File: src/rtl/assert_macros.svh
// assertion macros shared by the packer rtl
`ifndef ASSERT_MACROS_SVH
`define ASSERT_MACROS_SVH
`ifndef SYNTHESIS
`define ASSERT_ALWAYS(label, clk, rst_n, expr) \
    label: assert property (@(posedge clk) disable iff (!rst_n) (expr)) \
        else $error("assertion failed");
`define ASSERT_NEXT(label, clk, rst_n, ante, cons) \
    label: assert property (@(posedge clk) disable iff (!rst_n) (ante) |=> (cons)) \
        else $error("assertion failed");
`else
`define ASSERT_ALWAYS(label, clk, rst_n, expr)
`define ASSERT_NEXT(label, clk, rst_n, ante, cons)
`endif
`endif

File: src/rtl/mbp_pkg.sv
// types and constants of the msb-first bit packer
`default_nettype none
package mbp_pkg;
    localparam int WORD_BITS = 32;
    localparam int COUNT_W   = 6;
    localparam int POS_W     = 5;

    localparam logic [1:0] ACT_WRITE = 2'd0;
    localparam logic [1:0] ACT_ALIGN = 2'd1;
    localparam logic [1:0] ACT_FLUSH = 2'd2;

    localparam logic [1:0] OP_WRITE = 2'd0;
    localparam logic [1:0] OP_ALIGN = 2'd1;
    localparam logic [1:0] OP_FLUSH = 2'd2;

    localparam logic [WORD_BITS-1:0] ALL_ONES = 32'hffff_ffff;
    localparam logic [WORD_BITS-1:0] TOP_BIT  = 32'h8000_0000;

    typedef struct packed {
        logic [1:0]           kind;
        logic [WORD_BITS-1:0] value;
        logic [COUNT_W-1:0]   nbits;
    } op_t;

    typedef struct packed {
        logic valid;
        op_t  op;
    } push_t;

    typedef struct packed {
        logic full;
        logic empty;
    } q_status_t;
endpackage
`default_nettype wire

File: src/rtl/mbp_in_if.sv
// input channel of the packer
`default_nettype none
interface mbp_in_if;
    logic        valid;
    logic        ready;
    logic [1:0]  action;
    logic [31:0] field_value;
    logic [5:0]  field_bits;

    modport source (output valid, output action, output field_value, output field_bits,
                    input ready);
    modport sink (input valid, input action, input field_value, input field_bits,
                  output ready);
endinterface
`default_nettype wire

File: src/rtl/mbp_out_if.sv
// output channel of the packer
`default_nettype none
interface mbp_out_if;
    logic        valid;
    logic        ready;
    logic [31:0] packed_word;
    logic [5:0]  used_bits;

    modport source (output valid, output packed_word, output used_bits, input ready);
    modport sink (input valid, input packed_word, input used_bits, output ready);
endinterface
`default_nettype wire

File: src/rtl/msb_first_bit_packer.sv
// top level of the msb-first bit packer
`default_nettype none
// Packs write, align and flush items into 32-bit words, first bit at bit 31.
// One item is accepted per clock while the two-entry queue between the front
// end and the packing stage has room; the packing stage retires one queued item
// per clock whenever its output register is empty or being taken, so the
// sustained rate is one item per cycle; an item is registered in the queue,
// and the word it completes in the output register, before being offered. A
// word is offered with used_bits 32 when it fills, or with the pending count
// on flush; writes of zero bits and unknown actions are accepted and dropped.
module msb_first_bit_packer (
    input  wire       clk,
    input  wire       rst_n,
    mbp_in_if.sink    in_ch,
    mbp_out_if.source out_ch
);
    mbp_pkg::push_t     push;
    mbp_pkg::op_t       head;
    mbp_pkg::q_status_t q_status;
    logic               pop;

    mbp_front u_front (
        .in_ch    (in_ch),
        .q_status (q_status),
        .push     (push)
    );

    mbp_queue u_queue (
        .clk    (clk),
        .rst_n  (rst_n),
        .push   (push),
        .pop    (pop),
        .head   (head),
        .status (q_status)
    );

    mbp_back u_back (
        .clk      (clk),
        .rst_n    (rst_n),
        .head     (head),
        .q_status (q_status),
        .pop      (pop),
        .out_ch   (out_ch)
    );
endmodule
`default_nettype wire

File: src/rtl/mbp_front.sv
// front end: accepts items, drops no-ops, clamps and masks write fields
`default_nettype none
module mbp_front (
    mbp_in_if.sink                  in_ch,
    input  wire mbp_pkg::q_status_t q_status,
    output mbp_pkg::push_t          push
);
    logic [mbp_pkg::COUNT_W-1:0]   nbits;
    logic [mbp_pkg::WORD_BITS-1:0] mask;
    logic                          keep;

    assign in_ch.ready = !q_status.full;

    always_comb
    begin
        // counts above a word are taken as a full word
        nbits = in_ch.field_bits[5] ? 6'd32 : in_ch.field_bits;
        mask  = mbp_pkg::ALL_ONES >> (6'd32 - nbits);
        case (in_ch.action)
            mbp_pkg::ACT_WRITE: keep = (in_ch.field_bits != 6'd0);
            mbp_pkg::ACT_ALIGN: keep = 1'b1;
            mbp_pkg::ACT_FLUSH: keep = 1'b1;
            default:            keep = 1'b0;
        endcase
        push.valid    = in_ch.valid && !q_status.full && keep;
        push.op.kind  = in_ch.action;
        push.op.value = in_ch.field_value & mask;
        push.op.nbits = nbits;
    end
endmodule
`default_nettype wire

File: src/rtl/mbp_queue.sv
// two-entry queue between front and back
`default_nettype none
`include "assert_macros.svh"
module mbp_queue (
    input  wire                 clk,
    input  wire                 rst_n,
    input  wire mbp_pkg::push_t push,
    input  wire                 pop,
    output mbp_pkg::op_t        head,
    output mbp_pkg::q_status_t  status
);
    mbp_pkg::op_t mem [2];
    logic       wr_ptr_reg, wr_ptr_next;
    logic       rd_ptr_reg, rd_ptr_next;
    logic [1:0] count_reg, count_next;
    logic       do_pop;

    assign status.full  = (count_reg == 2'd2);
    assign status.empty = (count_reg == 2'd0);
    assign do_pop       = pop && !status.empty;
    assign head         = mem[rd_ptr_reg];

    always_comb
    begin
        wr_ptr_next = push.valid ? !wr_ptr_reg : wr_ptr_reg;
        rd_ptr_next = do_pop ? !rd_ptr_reg : rd_ptr_reg;
        count_next  = count_reg + {1'b0, push.valid} - {1'b0, do_pop};
    end

    always_ff @(posedge clk or negedge rst_n)
    begin
        if (!rst_n)
        begin
            wr_ptr_reg <= 1'b0;
            rd_ptr_reg <= 1'b0;
            count_reg  <= 2'd0;
        end
        else
        begin
            wr_ptr_reg <= wr_ptr_next;
            rd_ptr_reg <= rd_ptr_next;
            count_reg  <= count_next;
        end
    end

    always_ff @(posedge clk)
    begin
        if (push.valid)
        begin
            mem[wr_ptr_reg] <= push.op;
        end
    end

    `ASSERT_ALWAYS(a_no_push_when_full, clk, rst_n, !(status.full && push.valid))
    `ASSERT_ALWAYS(a_count_in_range, clk, rst_n, count_reg != 2'd3)
    `ASSERT_ALWAYS(a_ptrs_match_count, clk, rst_n,
                   (wr_ptr_reg == rd_ptr_reg) == (count_reg[0] == 1'b0))
endmodule
`default_nettype wire

File: src/rtl/mbp_back.sv
// back end: packs queued ops into words and holds the output register
`default_nettype none
`include "assert_macros.svh"
module mbp_back (
    input  wire                     clk,
    input  wire                     rst_n,
    input  wire mbp_pkg::op_t       head,
    input  wire mbp_pkg::q_status_t q_status,
    output logic                    pop,
    mbp_out_if.source               out_ch
);
    logic [mbp_pkg::WORD_BITS-1:0] pend_reg, pend_next;
    logic [mbp_pkg::POS_W-1:0]     pos_reg, pos_next;
    logic                          out_valid_reg, out_valid_next;
    logic [mbp_pkg::WORD_BITS-1:0] word_reg, word_next;
    logic [mbp_pkg::COUNT_W-1:0]   used_reg, used_next;

    logic [3:0]                    pad_len;
    logic [mbp_pkg::WORD_BITS-1:0] put_val;
    logic [mbp_pkg::COUNT_W-1:0]   put_n;
    logic [mbp_pkg::COUNT_W-1:0]   total;
    logic [mbp_pkg::COUNT_W-1:0]   shamt;
    logic [2*mbp_pkg::WORD_BITS-1:0] acc;
    logic                          emit;

    assign pop = !q_status.empty && (!out_valid_reg || out_ch.ready);

    always_comb
    begin
        // align pads with a 0 then ones up to the next byte
        pad_len = 4'd8 - {1'b0, pos_reg[2:0]};
        if (head.kind == mbp_pkg::OP_ALIGN)
        begin
            put_val = (32'd1 << (pad_len - 4'd1)) - 32'd1;
            put_n   = {2'b00, pad_len};
        end
        else
        begin
            put_val = head.value;
            put_n   = head.nbits;
        end
        total = {1'b0, pos_reg} + put_n;
        shamt = 6'(7'd64 - {2'b00, pos_reg} - {1'b0, put_n});
        acc   = {pend_reg, 32'd0} | ({32'd0, put_val} << shamt);

        pend_next      = pend_reg;
        pos_next       = pos_reg;
        emit           = 1'b0;
        word_next      = acc[63:32];
        used_next      = 6'd32;
        out_valid_next = out_valid_reg && !out_ch.ready;

        if (pop)
        begin
            case (head.kind)
                mbp_pkg::OP_WRITE, mbp_pkg::OP_ALIGN:
                begin
                    if (!(head.kind == mbp_pkg::OP_ALIGN && pos_reg[2:0] == 3'd0))
                    begin
                        if (total[5])
                        begin
                            emit      = 1'b1;
                            pend_next = acc[31:0];
                            pos_next  = total[4:0];
                        end
                        else
                        begin
                            pend_next = acc[63:32];
                            pos_next  = total[4:0];
                        end
                    end
                end
                mbp_pkg::OP_FLUSH:
                begin
                    emit      = (pos_reg != 5'd0);
                    word_next = pend_reg & ~(mbp_pkg::ALL_ONES >> pos_reg);
                    used_next = {1'b0, pos_reg};
                    pend_next = '0;
                    pos_next  = '0;
                end
                default:
                begin
                    emit = 1'b0;
                end
            endcase
        end
        if (emit)
        begin
            out_valid_next = 1'b1;
        end
    end

    always_ff @(posedge clk or negedge rst_n)
    begin
        if (!rst_n)
        begin
            pend_reg      <= '0;
            pos_reg       <= '0;
            out_valid_reg <= 1'b0;
        end
        else
        begin
            pend_reg      <= pend_next;
            pos_reg       <= pos_next;
            out_valid_reg <= out_valid_next;
        end
    end

    always_ff @(posedge clk)
    begin
        if (emit)
        begin
            word_reg <= word_next;
            used_reg <= used_next;
        end
    end

    assign out_ch.valid       = out_valid_reg;
    assign out_ch.packed_word = word_reg;
    assign out_ch.used_bits   = used_reg;

    `ASSERT_ALWAYS(a_used_nonzero, clk, rst_n,
                   !out_valid_reg || (used_reg != 6'd0 && used_reg <= 6'd32))
    `ASSERT_NEXT(a_align_on_byte, clk, rst_n,
                 pop && head.kind == mbp_pkg::OP_ALIGN, pos_reg[2:0] == 3'd0)
    `ASSERT_NEXT(a_flush_clears, clk, rst_n,
                 pop && head.kind == mbp_pkg::OP_FLUSH,
                 pos_reg == 5'd0 && pend_reg == 32'd0)
endmodule
`default_nettype wire

File: src/flat_wrapper.sv
// flat-port wrapper written by rule: the top's interface ports become plain ports
module msb_first_bit_packer_flat 
  (clk, rst_n, in_ch_valid, in_ch_action, in_ch_field_value, in_ch_field_bits, in_ch_ready, out_ch_valid, out_ch_packed_word, out_ch_used_bits, out_ch_ready);
  mbp_in_if in_ch_i ();
  mbp_out_if out_ch_i ();
  input  wire clk;
  input  wire rst_n;
  input wire logic [$bits(in_ch_i.valid)-1:0] in_ch_valid;
  input wire logic [$bits(in_ch_i.action)-1:0] in_ch_action;
  input wire logic [$bits(in_ch_i.field_value)-1:0] in_ch_field_value;
  input wire logic [$bits(in_ch_i.field_bits)-1:0] in_ch_field_bits;
  output wire logic [$bits(in_ch_i.ready)-1:0] in_ch_ready;
  output wire logic [$bits(out_ch_i.valid)-1:0] out_ch_valid;
  output wire logic [$bits(out_ch_i.packed_word)-1:0] out_ch_packed_word;
  output wire logic [$bits(out_ch_i.used_bits)-1:0] out_ch_used_bits;
  input wire logic [$bits(out_ch_i.ready)-1:0] out_ch_ready;
  assign in_ch_i.valid = in_ch_valid;
  assign in_ch_i.action = in_ch_action;
  assign in_ch_i.field_value = in_ch_field_value;
  assign in_ch_i.field_bits = in_ch_field_bits;
  assign in_ch_ready = in_ch_i.ready;
  assign out_ch_valid = out_ch_i.valid;
  assign out_ch_packed_word = out_ch_i.packed_word;
  assign out_ch_used_bits = out_ch_i.used_bits;
  assign out_ch_i.ready = out_ch_ready;
  msb_first_bit_packer u_core (.clk(clk), .rst_n(rst_n), .in_ch(in_ch_i), .out_ch(out_ch_i));
endmodule
File: config.mk
export PLATFORM = sky130hd
export DESIGN_NAME = msb_first_bit_packer_flat
export DESIGN_NICKNAME = d
export VERILOG_FILES = /design/src/rtl/mbp_pkg.sv /design/src/rtl/mbp_in_if.sv /design/src/rtl/mbp_out_if.sv /design/src/rtl/msb_first_bit_packer.sv /design/src/rtl/mbp_front.sv /design/src/rtl/mbp_queue.sv /design/src/rtl/mbp_back.sv /design/src/flat_wrapper.sv
export VERILOG_INCLUDE_DIRS = /design/src /design/src/rtl
export SDC_FILE = /design/constraint.sdc
export NUM_CORES = 1
export LEC_CHECK = 0
export BUFFER_PORTS_ARGS = -buffer_cell sky130_fd_sc_hd__buf_2
export CORE_MARGIN = 2
export CORE_UTILIZATION = 60
export CTS_CLUSTER_DIAMETER = 50
export CTS_CLUSTER_SIZE = 40
export DETAILED_ROUTE_END_ITERATION = 8
export HOLD_SLACK_MARGIN = 0.03
export PLACE_DENSITY = 0.85
export SLEW_MARGIN = 10
export SYNTH_ARGS = -nofsm -noshare
export SYNTH_HDL_FRONTEND = slang
export SYNTH_SLANG_ARGS = --single-unit
export TNS_END_PERCENT = 30
File: constraint.sdc
create_clock -name clk -period 9 [get_ports clk]
set_input_delay 1.8 -clock clk [delete_from_list [all_inputs] [get_ports clk]]
set_output_delay 1.8 -clock clk [all_outputs]
set_load 0.005 [all_outputs]
==> results.md <==
- The flow ran to the end, and the final reports show no timing, DRC or antenna violations.
- The clock net in this run drives a total of 160 sinks.
- The count of buffers added on input and output ports is between 80 and 90.
- The number of antenna violations at the first check in global routing came to 1.
- The maximum number of pins on one net before global-route repair is 50.
- The min-delay analysis places its worst path in the category flip-flop to flip-flop.
- The max-slew violation count is 0.
- The area added between synthesis and finish is 10.3%.
- For this run, the register share of the synthesized area comes to 0.389.
- Setup violations remaining at the end of the flow were counted as 0.
- The chip height is roughly 140 um.
- The data arrival time of the worst path is 7460 ps.
- The count of vias placed by the detailed router is 11,400.
- The first global-routing pass estimated between 60 and 70 mm of wire.
- The via count of the first global-routing pass is between 10,000 and 15,000.
- Counting the buffers created by CTS gives 17.
- The synthesized instance count is ~1,300.
- In the global route stage, overall resource usage came out at 0.399.
- The congestion estimate from routability-driven global placement came to between 1 and 1.5.
- Max-cap violations in this run came to 0.
- Using the TritonRoute via totals, the vias-per-cell ratio works out to roughly 7.
- The synthesized netlist contains between 80 and 90 unique library cells.
- The number of hold-slack violations in the final timing report is 0.
- The clock latency reported for the late side of the worst-skew pair is approximately 450 ps.
- Data on the critical path is required at its endpoint by 9170 ps.
- The post-synthesis register bit count is 160.
- TritonCTS built the clock tree.
- The placement row count is 51.
- The cell area that synthesis handed to floorplanning was between 10,000 and 15,000 um2.
- Of the cells placed in the final design, the portion with a size suffix greater than 1 is 0.154.
- After detailed routing, the number of remaining DRC violations is 0.
- The most common library cell in the layout ignoring fill and taps is nand2_1.
- The startpoint of the lowest-slack register-to-register path is u_core.u_back.pos_reg[0].
- The peak fanout along the critical path is 25.
- For this run, the number of Yosys warnings is 0.
- The worst hold path passes through 2 cells.
- The detail route stage leaves a number of antenna-violating nets equal to 0.
- The count of nets after finishing is roughly 1,400.
- The startpoint class of the critical path is a flip-flop.
- After legalization and detailed placement, the total HPWL measured 30.1 mm.
- Synthesis produced a netlist with a net count of around 1,400.
- Leaving out fill and tap cells, the most frequent cells in the layout are nand2_1 (130), edfxtp_1 (118), nor2_1 (111), a21oi_1 (97), buf_2 (83).
- The worst reg-to-reg path cell count is 17.
- Counting flops with a built-in enable in the synthesized netlist gives about 120.
- After the first detailed-routing iteration, the DRC count stood at 1,599.
- The flip-flop count of the largest register after layout is 80.
- The number of setup buffers added after CTS is 0.
- For this design, the CTS-stage hold fixing added 0 buffers.
- The start-to-end type of the worst setup path is flip-flop to flip-flop.
- The post-cts gate resize count is 0.
- The initial utilization of the core area, before any placement, comes to 0.610.
- The clock tree buffer depth is 2.
- The cell sitting at the root of the clock tree is a clkbuf_16.
- The transition time of the tightest slew-check pin is approximately 1200 ps.
- The worst hold path terminates at u_core.u_back.pend_reg[6].
- Headroom to the max-slew limit came out at 0.228.
- Setup repair after global routing left no endpoint under its margin.
- The worst flop-to-flop path endpoint is u_core.u_back.out_ch.packed_word[16].
- The nature of the critical path endpoint is a flip-flop.
- The die is roughly 140 um wide.
- The region available for standard cell placement spans 19,400 um2.
- For this block, the routed nets add up to 40.9 mm of wire.
- The period utilization is 0.810.
- The launch instance of the worst min-delay path is u_core.u_back.pend_reg[6].
- The length of the first detailed-routing pass in iterations is 7.
- Summed over all failing endpoints, the final setup total negative slack is 0 ps.
- The post-synthesis average cell area is around 9 um2.
- In the final routed layout, each cell accounts on average for roughly 26 um.
- The count of inserted antenna diode cells is 0.
- The floorplan die area is ~21,000 um2.
- In this run the register-to-register setup slack is ~1700 ps.
- The overall overflow remaining after global route is 0.
- Timing would allow up to approximately 140 MHz.
- Clock-pin slew was measured on the worst setup and hold paths at ~70 ps.
- The H-tree was split into 4 levels.
- Of all flip-flops after synthesis, the portion carrying an async set or reset was 0.263.
- After layout, the minimum clock period comes to roughly 7300 ps.
- 84 I/O pins were placed.
- Across the routed clock network, the largest skew measured is ~17 ps.
- The primary flip-flop cell chosen by synthesis mapping is edfxtp_1.
-- cell type report --
cell class              count  area (um2)
flip-flops and latches    160        4600
clock inverters            14         164
inverters                  44         165
repair buffers            104         573
well taps                 265         332
fillers                  1536        6350
multi-input cells         984        6780
clock buffers              18         439
-- worst max-delay path by stage --
stage / depth (start not counted) / to / from
2_1_floorplan: 18 / u_core.u_back.out_ch.packed_word[0] / u_core.u_queue.rd_ptr_reg
3_3_place_gp: 17 / u_core.u_back.out_ch.packed_word[16] / u_core.u_back.pos_reg[0]
3_5_place_dp: 17 / u_core.u_back.out_ch.packed_word[16] / u_core.u_back.pos_reg[0]
4_1_cts: 17 / u_core.u_back.out_ch.packed_word[16] / u_core.u_back.pos_reg[0]
5_1_grt: 17 / u_core.u_back.out_ch.packed_word[16] / u_core.u_back.pos_reg[0]
6_report: 17 / u_core.u_back.out_ch.packed_word[16] / u_core.u_back.pos_reg[0]
-- metal layers --
metal	global-route usage	routed length (um)
met1	0.548	15900
met4	0.169	2280
met5	0	11
met3	0.112	5060
met2	0.594	17700
-- cells by family (layout without fill, tap and decap cells) --
logic type	count (synthesis)	after routing	share of synthesized area
xor gates and xnor gates	23	23	0.0186
and+or+nand+nor	403	403	0.160
adders and majority gates	35	35	0.0389
muxes	84	84	0.0986
DFF	160	160	0.389
buffers and inverters	134	180	0.0445
AOI/OAI and AO/OA	439	439	0.250
-- per-stage QoR --
step	setup WS, ps	utilization	instance area, um2	hold WS (ps)	cells
CTS	1960	0.673	13000	493	1589
finish	1710	0.673	13000	493	1589
detailed placement	1970	0.641	12400	477	1557
global route	1280	0.673	13000	532	1589
global placement	2180	0.641	12400	475	1557
floorplan	3470	-	11800	456	1278
-- synthesized netlist by cell type, types with 24 or more instances --
cell type | instances | area (um2)
a211oi_1 | 28 | 210
a21oi_1 | 97 | 485
clkbuf_1 | 73 | 274
dfrtp_1 | 42 | 1050
edfxtp_1 | 118 | 3540
ha_1 | 32 | 400
inv_1 | 40 | 150
mux2i_1 | 43 | 430
mux4_2 | 24 | 541
nand2_1 | 130 | 488
nand3_1 | 24 | 120
nor2_1 | 116 | 435
nor3_1 | 29 | 145
o211ai_1 | 28 | 210
o21ai_0 | 81 | 405
-- worst max-delay path, stage by stage, from the launching register on --
cell and delay [ps]:
dfrtp_1 970, clkinv_1 600, ha_1 590, ha_1 620
o31ai_2 210, a21oi_1 220, a21boi_1 420, nand2_1 150
ha_1 430, nor2b_1 250, and2_1 220, a311o_1 390
a22o_1 270, mux4_2 520, mux4_2 520, a32oi_1 260
nor3b_1 310, nor3_1 70
Power is not shown: default switching activity piles up to over one toggle a cycle in this logic, so the estimate is an artifact.
